### src/hw/rtl/ecbbr_pkg.sv
// ----------------------------------------------------------------------------
// ecbbr_pkg
// shared constants, item types and back-end states of the row box blur
// ----------------------------------------------------------------------------
`default_nettype none

package ecbbr_pkg;

  localparam int PIX_W      = 8;
  localparam int PIX_MAX    = (1 << PIX_W) - 1;
  localparam int RAD_W      = 5;
  localparam int MAX_RADIUS = 31;
  localparam int RW         = $clog2(MAX_RADIUS + 1);
  localparam int DMAX       = 2 * MAX_RADIUS + 1;
  localparam int CNT_W      = $clog2(DMAX + 1);
  localparam int ADDR_W     = $clog2(DMAX + 1);
  localparam int SUM_W      = $clog2(DMAX * PIX_MAX + 1);
  localparam int NUM_W      = $clog2(DMAX * PIX_MAX + MAX_RADIUS + 1);
  localparam int REC_SH     = NUM_W + CNT_W;
  localparam int REC_W      = REC_SH + 1;

  localparam int CMDQ_DEPTH = 2;
  localparam int OUTQ_DEPTH = 2;

  typedef struct packed {
    logic [PIX_W-1:0] pixel;
    logic             last_in_row;
  } in_item_t;

  typedef struct packed {
    logic [PIX_W-1:0] blurred;
    logic             row_end;
  } out_item_t;

  // classified pixel handed from the front to the back
  typedef struct packed {
    logic [PIX_W-1:0] pixel;
    logic             last;
    logic             first;
    logic             emit;
    logic [CNT_W-1:0] newest;
    logic [RW-1:0]    rad;
  } cmd_t;

  typedef enum logic [2:0] {
    ST_IDLE,
    ST_UPD,
    ST_RC_RD,
    ST_RC_ADD,
    ST_FL_RD,
    ST_FL_ADD,
    ST_MUL,
    ST_PUSH
  } back_state_t;

endpackage

`default_nettype wire

### src/hw/rtl/ecbbr_fifo.sv
// ----------------------------------------------------------------------------
// ecbbr_fifo
// small register queue with full and empty flags
// ----------------------------------------------------------------------------
`default_nettype none

module ecbbr_fifo #(
  parameter int WIDTH = 1,
  parameter int DEPTH = 2
) (
  input  logic             clk,
  input  logic             rst,
  input  logic             wr,
  input  logic [WIDTH-1:0] wdata,
  output logic             full,
  input  logic             rd,
  output logic [WIDTH-1:0] rdata,
  output logic             empty
);

  localparam int PW = (DEPTH > 1) ? $clog2(DEPTH) : 1;

  logic [WIDTH-1:0] mem [DEPTH];
  logic [PW-1:0]    wr_ptr;
  logic [PW-1:0]    rd_ptr;
  logic [PW:0]      fill;
  logic             wr_en;
  logic             rd_en;

  assign full  = (fill == (PW + 1)'(DEPTH));
  assign empty = (fill == '0);
  assign wr_en = wr && !full;
  assign rd_en = rd && !empty;
  assign rdata = mem[rd_ptr];

  always_ff @(posedge clk) begin
    if (wr_en) begin
      mem[wr_ptr] <= wdata;
    end
  end

  always_ff @(posedge clk) begin
    if (rst) begin
      wr_ptr <= '0;
      rd_ptr <= '0;
      fill   <= '0;
    end else begin
      if (wr_en) begin
        wr_ptr <= (wr_ptr == PW'(DEPTH - 1)) ? '0 : wr_ptr + 1'b1;
      end
      if (rd_en) begin
        rd_ptr <= (rd_ptr == PW'(DEPTH - 1)) ? '0 : rd_ptr + 1'b1;
      end
      if (wr_en && !rd_en) begin
        fill <= fill + 1'b1;
      end else if (rd_en && !wr_en) begin
        fill <= fill - 1'b1;
      end
    end
  end

endmodule

`default_nettype wire

### src/hw/rtl/ecbbr_front.sv
// ----------------------------------------------------------------------------
// ecbbr_front
// radius register, row position count and pixel classification
// ----------------------------------------------------------------------------
`default_nettype none

module ecbbr_front (
  input  logic                        clk,
  input  logic                        rst,
  input  logic                        cfg_write,
  input  logic [ecbbr_pkg::RAD_W-1:0] cfg_data,
  input  logic                        push,
  input  ecbbr_pkg::in_item_t         sample,
  output logic                        full,
  output logic                        cmd_push,
  output ecbbr_pkg::cmd_t             cmd,
  input  logic                        cmd_full
);

  import ecbbr_pkg::*;

  logic [RAD_W-1:0] radius;
  logic [CNT_W-1:0] count;
  logic [RW-1:0]    eff_r;
  logic             accept;

  // radius in use is capped at the largest supported window
  always_comb begin
    if (int'(radius) > MAX_RADIUS) begin
      eff_r = RW'(MAX_RADIUS);
    end else begin
      eff_r = RW'(radius);
    end
  end

  assign full     = cmd_full;
  assign accept   = push && !cmd_full;
  assign cmd_push = accept;

  assign cmd.pixel  = sample.pixel;
  assign cmd.last   = sample.last_in_row;
  assign cmd.first  = (count == '0);
  assign cmd.emit   = (count >= CNT_W'(eff_r));
  assign cmd.newest = count;
  assign cmd.rad    = eff_r;

  // count only matters against 2r+1, so it saturates at the widest window
  always_ff @(posedge clk) begin
    if (rst) begin
      radius <= '0;
      count  <= '0;
    end else begin
      if (cfg_write) begin
        radius <= cfg_data;
      end
      if (accept) begin
        if (sample.last_in_row) begin
          count <= '0;
        end else if (count != CNT_W'(DMAX)) begin
          count <= count + 1'b1;
        end
      end
    end
  end

endmodule

`default_nettype wire

### src/hw/rtl/ecbbr_back.sv
// ----------------------------------------------------------------------------
// ecbbr_back
// window store, running sum upkeep, row-end flush and rounded mean
// ----------------------------------------------------------------------------
`default_nettype none

module ecbbr_back (
  input  logic                 clk,
  input  logic                 rst,
  input  logic                 cmd_empty,
  input  ecbbr_pkg::cmd_t      cmd,
  output logic                 cmd_pop,
  input  logic                 out_full,
  output logic                 out_push,
  output ecbbr_pkg::out_item_t out_item
);

  import ecbbr_pkg::*;

  localparam longint unsigned TWO_K = 64'd1 << REC_SH;

  back_state_t              state;
  back_state_t              state_next;
  cmd_t                     cur;
  logic [PIX_W-1:0]         store [2**ADDR_W];
  logic [PIX_W-1:0]         rd_data;
  logic                     rd_en;
  logic [ADDR_W-1:0]        rd_addr;
  logic [ADDR_W-1:0]        wp;
  logic [ADDR_W-1:0]        newest_slot;
  logic [PIX_W-1:0]         first_value;
  logic [SUM_W-1:0]         wsum;
  logic [RW-1:0]            rad_sum;
  logic [CNT_W-1:0]         bcnt;
  logic                     sub_first;
  logic [PIX_W-1:0]         sub_val;
  logic [SUM_W-1:0]         step_sum;
  logic [SUM_W-1:0]         init_sum;
  logic [CNT_W-1:0]         dia_cmd;
  logic [CNT_W-1:0]         span2;
  logic [NUM_W-1:0]         num;
  logic [REC_W-1:0]         recip_tab [MAX_RADIUS+1];
  logic [NUM_W+REC_W-1:0]   prod;

  // reciprocal of each window size, exact for every numerator in range
  for (genvar g = 0; g <= MAX_RADIUS; g++) begin : g_recip
    localparam longint unsigned DIV = 2 * g + 1;
    localparam longint unsigned MG  = (TWO_K + DIV - 1) / DIV;
    assign recip_tab[g] = MG[REC_W-1:0];
  end

  // next step after the window sum is ready: output now, walk the flush, or done
  function automatic back_state_t route_of(input cmd_t c, input logic [CNT_W-1:0] k);
    logic [CNT_W:0] reach;
    reach = {1'b0, c.newest} + {1'b0, k};
    if (!c.last) begin
      return c.emit ? ST_MUL : ST_IDLE;
    end else if (reach >= (CNT_W + 1)'(c.rad)) begin
      return ST_MUL;
    end else begin
      return ST_FL_RD;
    end
  endfunction

  assign dia_cmd  = CNT_W'({cmd.rad, 1'b1});
  assign span2    = CNT_W'({cur.rad, 1'b0});
  assign sub_val  = sub_first ? first_value : rd_data;
  assign init_sum = SUM_W'(dia_cmd) * SUM_W'(cmd.pixel);
  assign step_sum = wsum + SUM_W'(cur.pixel) - SUM_W'(sub_val);
  assign num      = NUM_W'(wsum) + NUM_W'(cur.rad);

  // rounded mean: floor((S + r) / (2r + 1)) by reciprocal multiply
  assign out_item.blurred = prod[REC_SH +: PIX_W];
  assign out_item.row_end = cur.last && (bcnt == CNT_W'(cur.rad));

  always_ff @(posedge clk) begin
    if (rst) begin
      state <= ST_IDLE;
    end else begin
      state <= state_next;
    end
  end

  always_comb begin
    state_next = state;
    cmd_pop    = 1'b0;
    out_push   = 1'b0;
    rd_en      = 1'b0;
    rd_addr    = newest_slot;
    unique case (state)
      ST_IDLE: begin
        if (!cmd_empty) begin
          cmd_pop = 1'b1;
          if (cmd.first) begin
            state_next = route_of(cmd, '0);
          end else if (cmd.rad != rad_sum) begin
            state_next = ST_RC_RD;
          end else begin
            rd_en      = 1'b1;
            rd_addr    = wp - ADDR_W'(dia_cmd);
            state_next = ST_UPD;
          end
        end
      end
      ST_UPD: begin
        state_next = route_of(cur, '0);
      end
      ST_RC_RD: begin
        if (bcnt > span2) begin
          state_next = route_of(cur, '0);
        end else begin
          rd_en      = 1'b1;
          rd_addr    = newest_slot - ADDR_W'(bcnt);
          state_next = ST_RC_ADD;
        end
      end
      ST_RC_ADD: begin
        state_next = ST_RC_RD;
      end
      ST_FL_RD: begin
        rd_en      = 1'b1;
        rd_addr    = newest_slot - ADDR_W'(span2 - bcnt);
        state_next = ST_FL_ADD;
      end
      ST_FL_ADD: begin
        state_next = route_of(cur, bcnt + CNT_W'(1));
      end
      ST_MUL: begin
        state_next = ST_PUSH;
      end
      ST_PUSH: begin
        if (!out_full) begin
          out_push = 1'b1;
          if (cur.last && (bcnt != CNT_W'(cur.rad))) begin
            state_next = ST_FL_RD;
          end else begin
            state_next = ST_IDLE;
          end
        end
      end
    endcase
  end

  always_ff @(posedge clk) begin
    if (cmd_pop) begin
      store[wp] <= cmd.pixel;
    end
    if (rd_en) begin
      rd_data <= store[rd_addr];
    end
  end

  always_ff @(posedge clk) begin
    if (rst) begin
      wp      <= '0;
      rad_sum <= '0;
    end else begin
      unique case (state)
        ST_IDLE: begin
          if (!cmd_empty) begin
            cur         <= cmd;
            newest_slot <= wp;
            wp          <= wp + 1'b1;
            bcnt        <= '0;
            if (cmd.first) begin
              // everything left of the row start reads as the first pixel
              first_value <= cmd.pixel;
              wsum        <= init_sum;
              rad_sum     <= cmd.rad;
            end else if (cmd.rad != rad_sum) begin
              // radius changed mid row: rebuild the sum from the store
              wsum    <= SUM_W'(cmd.pixel);
              rad_sum <= cmd.rad;
              bcnt    <= CNT_W'(1);
            end else begin
              sub_first <= (cmd.newest < dia_cmd);
            end
          end
        end
        ST_UPD: begin
          wsum <= step_sum;
        end
        ST_RC_RD: begin
          if (bcnt > span2) begin
            bcnt <= '0;
          end else begin
            sub_first <= (bcnt > cur.newest);
          end
        end
        ST_RC_ADD: begin
          wsum <= wsum + SUM_W'(sub_val);
          bcnt <= bcnt + 1'b1;
        end
        ST_FL_RD: begin
          sub_first <= (cur.newest < (span2 - bcnt));
        end
        ST_FL_ADD: begin
          wsum <= step_sum;
          bcnt <= bcnt + 1'b1;
        end
        ST_MUL: begin
          prod <= num * recip_tab[cur.rad];
        end
        ST_PUSH: begin
        end
      endcase
    end
  end

endmodule

`default_nettype wire

### src/hw/rtl/edge_clamped_box_blur_row.sv
// ----------------------------------------------------------------------------
// edge_clamped_box_blur_row
// box blur along one row of 8-bit alpha pixels with clamped row edges
// ----------------------------------------------------------------------------
// usage
//   input queue: drive sample and push; the item is taken when full is low.
//   set last_in_row on the row's final pixel; it releases the pending outputs.
//   result queue: result is valid while empty is low; pop takes the item.
//   radius: cfg_write with cfg_data loads the half-width; the user must write
//   it only while idle, the block itself does not enforce this.
// back-end steps
//   a mid-row pixel that releases an output goes through store read, sum
//   update, reciprocal multiply and queue write; one that releases nothing
//   ends after the sum update. a row's first pixel loads the sum directly and
//   at radius 0 also goes through multiply and queue write. the window store has
//   one read port. a row's last pixel walks the flush: a store read and sum
//   update per position, then multiply and queue write per released output.
//   a mid-row radius change turns the sum update into a store rebuild, once.
// reset and stall
//   rst clears both queues, the row count and radius (pass-through);
//   a stalled receiver fills the result queue, then the back end waits,
//   then the command queue fills and full goes high.
// ----------------------------------------------------------------------------
`default_nettype none

module edge_clamped_box_blur_row #(
  parameter int CMD_DEPTH = ecbbr_pkg::CMDQ_DEPTH,
  parameter int OUT_DEPTH = ecbbr_pkg::OUTQ_DEPTH
) (
  input  logic                        clk,
  input  logic                        rst,
  input  logic                        cfg_write,
  input  logic [ecbbr_pkg::RAD_W-1:0] cfg_data,
  input  logic                        push,
  input  ecbbr_pkg::in_item_t         sample,
  output logic                        full,
  input  logic                        pop,
  output ecbbr_pkg::out_item_t        result,
  output logic                        empty
);

  import ecbbr_pkg::*;

  // front to back command path
  cmd_t      cmd_wdata;
  cmd_t      cmd_rdata;
  logic      cmd_push;
  logic      cmd_full;
  logic      cmd_pop;
  logic      cmd_empty;

  // back to result queue
  out_item_t out_wdata;
  logic      out_push;
  logic      out_full;

  // front: radius register, row count, classification of each item
  ecbbr_front u_front (
    .clk       (clk),
    .rst       (rst),
    .cfg_write (cfg_write),
    .cfg_data  (cfg_data),
    .push      (push),
    .sample    (sample),
    .full      (full),
    .cmd_push  (cmd_push),
    .cmd       (cmd_wdata),
    .cmd_full  (cmd_full)
  );

  // short queue so the front keeps taking items while the back works
  ecbbr_fifo #(
    .WIDTH ($bits(cmd_t)),
    .DEPTH (CMD_DEPTH)
  ) u_cmd_q (
    .clk   (clk),
    .rst   (rst),
    .wr    (cmd_push),
    .wdata (cmd_wdata),
    .full  (cmd_full),
    .rd    (cmd_pop),
    .rdata (cmd_rdata),
    .empty (cmd_empty)
  );

  // back: store, running sum, flush walk, rounded mean
  ecbbr_back u_back (
    .clk       (clk),
    .rst       (rst),
    .cmd_empty (cmd_empty),
    .cmd       (cmd_rdata),
    .cmd_pop   (cmd_pop),
    .out_full  (out_full),
    .out_push  (out_push),
    .out_item  (out_wdata)
  );

  // result queue decouples the back end from receiver stalls
  ecbbr_fifo #(
    .WIDTH ($bits(out_item_t)),
    .DEPTH (OUT_DEPTH)
  ) u_out_q (
    .clk   (clk),
    .rst   (rst),
    .wr    (out_push),
    .wdata (out_wdata),
    .full  (out_full),
    .rd    (pop),
    .rdata (result),
    .empty (empty)
  );

endmodule

`default_nettype wire

### config.mk
export PLATFORM = sky130hd
export DESIGN_NAME = edge_clamped_box_blur_row
export DESIGN_NICKNAME = d
export VERILOG_FILES = /design/src/hw/rtl/ecbbr_pkg.sv /design/src/hw/rtl/ecbbr_fifo.sv /design/src/hw/rtl/ecbbr_front.sv /design/src/hw/rtl/ecbbr_back.sv /design/src/hw/rtl/edge_clamped_box_blur_row.sv
export SDC_FILE = /design/constraint.sdc
export NUM_CORES = 2
export LEC_CHECK = 0
export BUFFER_PORTS_ARGS = -buffer_cell sky130_fd_sc_hd__buf_2
export CELL_PAD_IN_SITES_DETAIL_PLACEMENT = 1
export CELL_PAD_IN_SITES_GLOBAL_PLACEMENT = 1
export CORE_AREA = 2 2 293 295
export DETAILED_ROUTE_END_ITERATION = 16
export DIE_AREA = 0 0 295 297
export PLACE_DENSITY_LB_ADDON = 0.1
export SETUP_SLACK_MARGIN = 0.4
export SLEW_MARGIN = 20
export SYNTH_ARGS = -nofsm -noshare
export SYNTH_HDL_FRONTEND = slang
export SYNTH_SLANG_ARGS = --single-unit
### constraint.sdc
create_clock -name clk -period 7.73 [get_ports clk]
set_input_delay 1.546 -clock clk [delete_from_list [all_inputs] [get_ports clk]]
set_output_delay 1.546 -clock clk [all_outputs]
set_load 0.05 [all_outputs]
; After elaboration in Yosys (flattened, before gate mapping)
; Memory sizes are Yosys's and may differ from the RTL's. A register that Yosys moved wholly into a read port is not among the register bits.
; Cells that the tools add are included.
; Widths: inputs -> output; s select.
[totals]
mem_bits_rw = 574
memories = 4
elab_cells = 190
romBits = 672
latchBits = 0
regBits = 117
[mem_list]
columns = name, words, width, rd, rd_clocked_by_memory_dff, write_ports, line_no
row1 = (no name shown), 32, 21, 1, 0, 0, ecbbr_back.sv:202  ; prod <= num * recip_tab[cur.rad];
row2 = u_back.store, 64, 8, 1, 1, 1, ecbbr_back.sv:25  ; logic [PIX_W-1:0] store [2**ADDR_W];
row3 = u_cmd_q.mem, 2, 22, 1, 1, 1, ecbbr_fifo.sv:23  ; logic [WIDTH-1:0] mem [DEPTH];
row4 = u_out_q.mem, 2, 9, 1, 1, 1, ecbbr_fifo.sv:23
[op_classes]
mul = 2
reduce_logical = 42
n_mux = 68
order_cmp = 9
addsub = 20
eq_ne = 20
n_bitwise = 3
n_div = 0
shifts = 0
[ops]
columns = operator, n
row1 = $mux 6, 9
row2 = $mux 14, 3
row3 = $mux 21, 2
row4 = $pmux 14 s3, 1
row5 = $pmux 6 s3, 2
row6 = $mux 3, 10
row7 = $add 14x8->14, 2
row8 = $mul 14x21->28, 1
row9 = $mux 1, 27
row10 = $pmux 3 s8, 1
row11 = $sub 6x6->6, 4
row12 = $add 6x1->6 const B, 3
row13 = $ge 6x5->1, 3
row14 = $mux 2, 8
row15 = $add 14x5->14, 1
row16 = $mul 6x8->14, 1
row17 = $sub 14x8->14, 1
row18 = $eq 3x3->1 const B, 4
row19 = $gt 6x6->1, 2
row20 = $lt 6x6->1, 2
row21 = $reduce_and 4->1, 3
row22 = $logic_and 1x1->1, 11
row23 = $mux 5, 2
row24 = $ne 2x2->1 const B, 5
row25 = 29 further kinds, 56

; Logic depth before layout (Yosys ltp)
[logic_depth]
ltp_word = 8
mapped_depth = 34
mapped_depth_nobuf = 31

; By module
; From an unflattened synthesis, not the netlist that was laid out.
[hier_totals]
hier_cells = 3501
area_unflattened_um2 = 40461.3
[by_module_without_submodules]
columns = mod, area_each_um2, cells_per_inst, seq_area_each_um2, n_inst
row1 = ecbbr_back, 37060.5, 3270, 17817.1, 1
row2 = ecbbr_fifo at u_cmd_q, 1796.7, 93, 1421.4, 1
row3 = ecbbr_fifo at u_out_q, 864.6, 53, 640.6, 1
row4 = ecbbr_front, 739.5, 85, 220.2, 1

; Worst setup path after synthesis
; OpenSTA, ideal clock, no wires.
[synth_timing]
kind = flip-flop to flip-flop
from = reg u_back.cur[0] (netlist name)
to = reg u_back.prod[27] (data pin)
arrival_time_ns = 7.289
setup_slack_ns = 0.184
setup_ns = 0.258
n_path_buf = 2
t_required_ns = 7.472
period_less_slack_ns = 7.546
stages_incl_launch_ff = 30
path_cell_list = edfxtp_1 ha_1 a21o_1 a21oi_1 o21bai_1 a21oi_1 nor2_1 xnor2_1 clkbuf_1 clkbuf_1 nand2_1 fa_1 fa_1 inv_1 fa_1 fa_1 fa_1 inv_1 fa_1 inv_1 ha_1 a21oi_1 o221ai_1 a31oi_1 nor4bb_1 a211o_1 a31oi_1 a21oi_1 o21bai_1 xnor2_1
[synth_between]
elab_chain_len = 5
word_cells_on_any_way = 6
cone_classes = add/sub: 1 / mul: 1 / mux: 2 / bitwise: 1 / memory: 1
[synth_rtl]
columns = item, line_no
row1 = start: declaration, ecbbr_back.sv:24  ; cmd_t cur;
row2 = start signal: assignment, ecbbr_back.sv:161  ; cur <= cmd;
row3 = $not 5->6 (not written as such), ecbbr_back.sv:202
row4 = $mem_v2 32x21, n/a
row5 = $mux 21 (not written as such) (2 in series), ecbbr_back.sv:202
row6 = $mul 14x21->28 *, ecbbr_back.sv:202
row7 = end signal: assignment, ecbbr_back.sv:202
row8 = end: declaration, ecbbr_back.sv:43  ; logic [NUM_W+REC_W-1:0] prod;
; Every way passes the cells marked *; elsewhere a longest branch is shown, timed or not. The select of a mux whose other input is x is not followed.
; A chain may end at the register's enable or synchronous reset.

; Worst setup path after layout
[layout_timing]
from = reg u_back.cur[0] (netlist name)
to = reg u_back.prod[26] (data pin)
; The elaborated chain is that of the path after synthesis.

==> qor.csv <==
stage;metric;value;unit
outcome;status;finished clean;
logic_synthesis;Cell Area, Synth;40200;sq um
cells_and_area;final net count;3953;
place;port bufs;29;
critical_path;CP Data Arrival Time;7.74;ns
clock_network;htree depth;3;
critical_path;r2r startpoint;u_back.cur[0];
critical_path;CP required;8.11;ns
floorplanning;IO Count;30;
floorplanning;total die area;87600;sq um
min_path;Hold Crit Class;flop to flop;
critical_path;critical path peak fanout;5;
sta;Setup-failing EPs final;0;
cells_and_area;Fill cells;8630;
floorplanning;Die H;297;microns
logic_synthesis;post-synthesis xor/xnor area fraction;2.64;%
logic_synthesis;Compound-Gate Fraction of Synth Area;8.23;%
critical_path;critical path endpoint category;flop;
critical_path;Setup Crit Path Kind;flop to flop;
place;pre-CTS setup slack;-0.481;ns
global_routing;GRT Resource Usage Total;26.2;%
logic_synthesis;top post-synthesis cells by count;edfxtp_1 (646), nand2_1 (442), inv_1 (349);
run;max cap viols;0;
critical_path;reg2reg setup slack;0.37;ns
logic_synthesis;Post-synth EDFFs;646;
sta;Highest Clock Rate;136;MHz
logic_synthesis;ys flop type;edfxtp_1;
global_routing;number of global-route vias before repair;28900;
logic_synthesis;Seq/Total Area, Yosys;50.0;%
cells_and_area;post-route cell area;45400;sq um
clock_network;Bufs on Longest Clock Path;3;
sta;Worst Max-Slew Pin Slew;1.14;ns
route;DRT iter0 DRCs;1669;
logic_synthesis;syn_area_per_cell;11.9;sq um
logic_synthesis;Synth Register Bits;681;
logic_synthesis;post-synth top area cell;edfxtp_1;
logic_synthesis;Mapped Cells;3385;
floorplanning;Die Width;295;microns
cells_and_area;area occupied by multi-input gates;18700;sq um
sta;Hold Vio Cnt, Final;0;
route;DRC viols;0;
clock_network;Clock Latency Late Sink;0.65;ns
logic_synthesis;Synth async-reset ratio;0;%
place;GPL Wtd Cong;0.877;
global_routing;pin count of the biggest net entering global routing;93;
min_path;Hold Crit Start;u_back.prod[20];
logic_synthesis;simple-gate share of the synthesized area;11.0;%
global_routing;first-pass GRT wire length;175000;microns
cells_and_area;area grow syn2layout;12.9;%
min_path;hold path depth;0;
place;detailed placement HPWL;79400;microns
logic_synthesis;synth top area cells;edfxtp_1 (48%), fa_1 (12%), ha_1 (6.3%), nand2_1 (4.1%), inv_1 (3.3%);
logic_synthesis;Synth top area share;48.2;%
route;Routed wire per std cell;24.4;microns
clock_network;clock sink total;681;
critical_path;crit start category;flop;
global_routing;initial antenna violation count;0;
sta;Max Slew Vio Count;0;
global_routing;grt ovf;0;
clock_network;CTS Hold Buffers Added;0;
cells_and_area;# diodes;0;
clock_network;Root Driver;clkbuf_16;
min_path;WHS Endpoint;u_out_q.mem[1][1];
critical_path;reg-to-reg endpoint;u_back.prod[26];
clock_network;CTS tree;built;
clock_network;total CTS buffers;75;
sta;Period Utilization, post-route;95.2;%
logic_synthesis;syn nets;3845;
cells_and_area;share of cells above drive strength 1;13.9;%
critical_path;Worst Reg-to-Reg Cells;27;
floorplanning;core area;84500;sq um
sta;fin crit period;7.36;ns
logic_synthesis;count leader, synth;edfxtp_1;
logic_synthesis;multiplexer share of the synthesized area;5.16;%
logic_synthesis;largest family of logic cells by synthesized area;adder cells;
logic_synthesis;adder-cell share of the synthesized area;18.2;%
route;Detailed Route WL;115000;microns
place;Inst Count DP;4494;
logic_synthesis;post-synth cell types;85;
route;vias;26700;
logic_synthesis;Synth Warn #;0;
route;antenna-violating nets left;0;
clock_network;clk slew on worst S/H paths;0.06;ns
cells_and_area;register area;20100;sq um
sta;unrepaired setup endpoints after global routing;yes;
route;vias per cell;5.69;
place;Post-DP Area;42000;sq um
floorplanning;Initial Utilization;47.6;%
cells_and_area;final core utilization;53.8;%
sta;Slew headroom;24.2;%
sta;skew final;0.0301;ns
floorplanning;Rows;107;
sta;post-route setup slack;0.375;ns
route;1st-pass router iterations;5;
cells_and_area;Final Non-Filler Cells;4694;
[worst max-delay path, stage by stage, from the launching register on]
cell       delay (ns)
edfxtp_1         0.44
ha_2             0.23
fa_2             0.35
a21o_1           0.20
a21oi_2          0.20
o21ba_4          0.17
nand2b_4         0.15
xnor2_4          0.17
clkbuf_16        0.22
nand2_1          0.07
fa_1             0.50
inv_1            0.05
fa_1             0.41
fa_1             0.48
fa_1             0.52
fa_1             0.51
inv_1            0.05
fa_1             0.48
inv_1            0.05
ha_1             0.34
o2111ai_2        0.21
nor3_2           0.18
nand3_2          0.19
a211o_1          0.37
a31oi_4          0.19
a21oi_2          0.10
buf_4            0.14
xnor2_1          0.11
[how the worst max path moves through the flow]
stage | startpoint | to | slack [ns] | depth (start not counted)
after floorplan | u_back.cur[0] | u_back.prod[27] | 0.40 | 28
after global placement | u_back.wsum[0] | u_back.prod[27] | -0.20 | 28
after detailed placement | u_back.wsum[2] | u_back.prod[27] | -0.48 | 26
after CTS | u_back.wsum[2] | u_back.prod[27] | 0.40 | 29
after global routing | u_back.cur[0] | u_back.prod[27] | 0.07 | 28
final | u_back.cur[0] | u_back.prod[26] | 0.37 | 27
[timing repair]
action / in CTS / in global routing
setup endpoints to repair: 8 / 8
buffers inserted: 30 / 30
cloned: 3 / 3
gates resized for setup: 48 / 83
pin swaps: 9 / 29
hold endpoints to repair: 0 / 0
[placed cells by master (no fill, tap or decap), types with 17 or more instances in the layout]
cell,synthesis,layout
a32o_1,40,40
nand2_1,442,438
nor2b_1,26,25
a31oi_1,33,30
o22ai_1,29,29
a21o_1,27,27
and2_1,92,89
a21oi_1,92,81
a211oi_1,22,21
fa_1,238,225
nor2_1,203,197
o211ai_1,24,24
clkbuf_16,0,78
buf_2,25,30
clkinv_1,2,17
mux2i_1,118,118
nand3_1,42,38
xor2_1,39,39
inv_1,349,329
nor3_1,24,20
inv_2,0,17
ha_1,203,191
o21ai_0,95,88
dfxtp_1,35,35
and3_1,48,46
xnor2_1,78,71
buf_4,3,133
a32oi_1,24,24
edfxtp_1,646,646
mux2_2,71,70
[through the flow]
step / TNS [ns] / hold slack (ns)
detailed placement: -2.18 / 0.487
global placement: -0.420 / 0.485
global route: 0 / 0.497
finish: 0 / 0.504
floorplan: 0 / 0.421
CTS: 0 / 0.500
[layout make-up]
cell class | count | area share, %
clock inverter | 45 | 0.838
sequential | 681 | 44.3
timing repair buffer | 185 | 3.27
clock buffer | 89 | 4.32
inverter | 351 | 2.93
multi-input combinational | 2199 | 41.2
tap | 1144 | 3.15
[registers in the layout, summed over array words and instances (netlist names), 8 cells and up, named ones only]
signal and cells:
u_cmd_q.mem 44, u_back.prod 8, u_back.wsum 14, u_back.first_value 8, u_back.cur 21, u_out_q.mem 18
u_back.rd_data 8, u_back.store 512
[layer usage]
| layer | part of all wire [%] | global-route usage, % | vias up |
|---|---|---|---|
| met3 | 3.9 | 3.16 | 216 |
| met1 | 42 | 34.2 | 13800 |
| met5 | 0 | 0 | - |
| met2 | 50 | 45.0 | 608 |
| met4 | 3.9 | 9.66 | 0 |
| li1 | - | - | 12000 |
[logic make-up (layout without fill, tap and decap cells)]
kind of cell,after synthesis,in the layout
AO/OA/AOI/OAI,484,484
XOR/XNOR,119,119
buffers and inverters,505,670
flip-flops,681,681
adder cells (fa/ha/maj),441,441
multiplexers,194,194
AND/OR/NAND/NOR,961,961
Power is not shown: default switching activity piles up to over one toggle a cycle in this logic, so the estimate is an artifact.
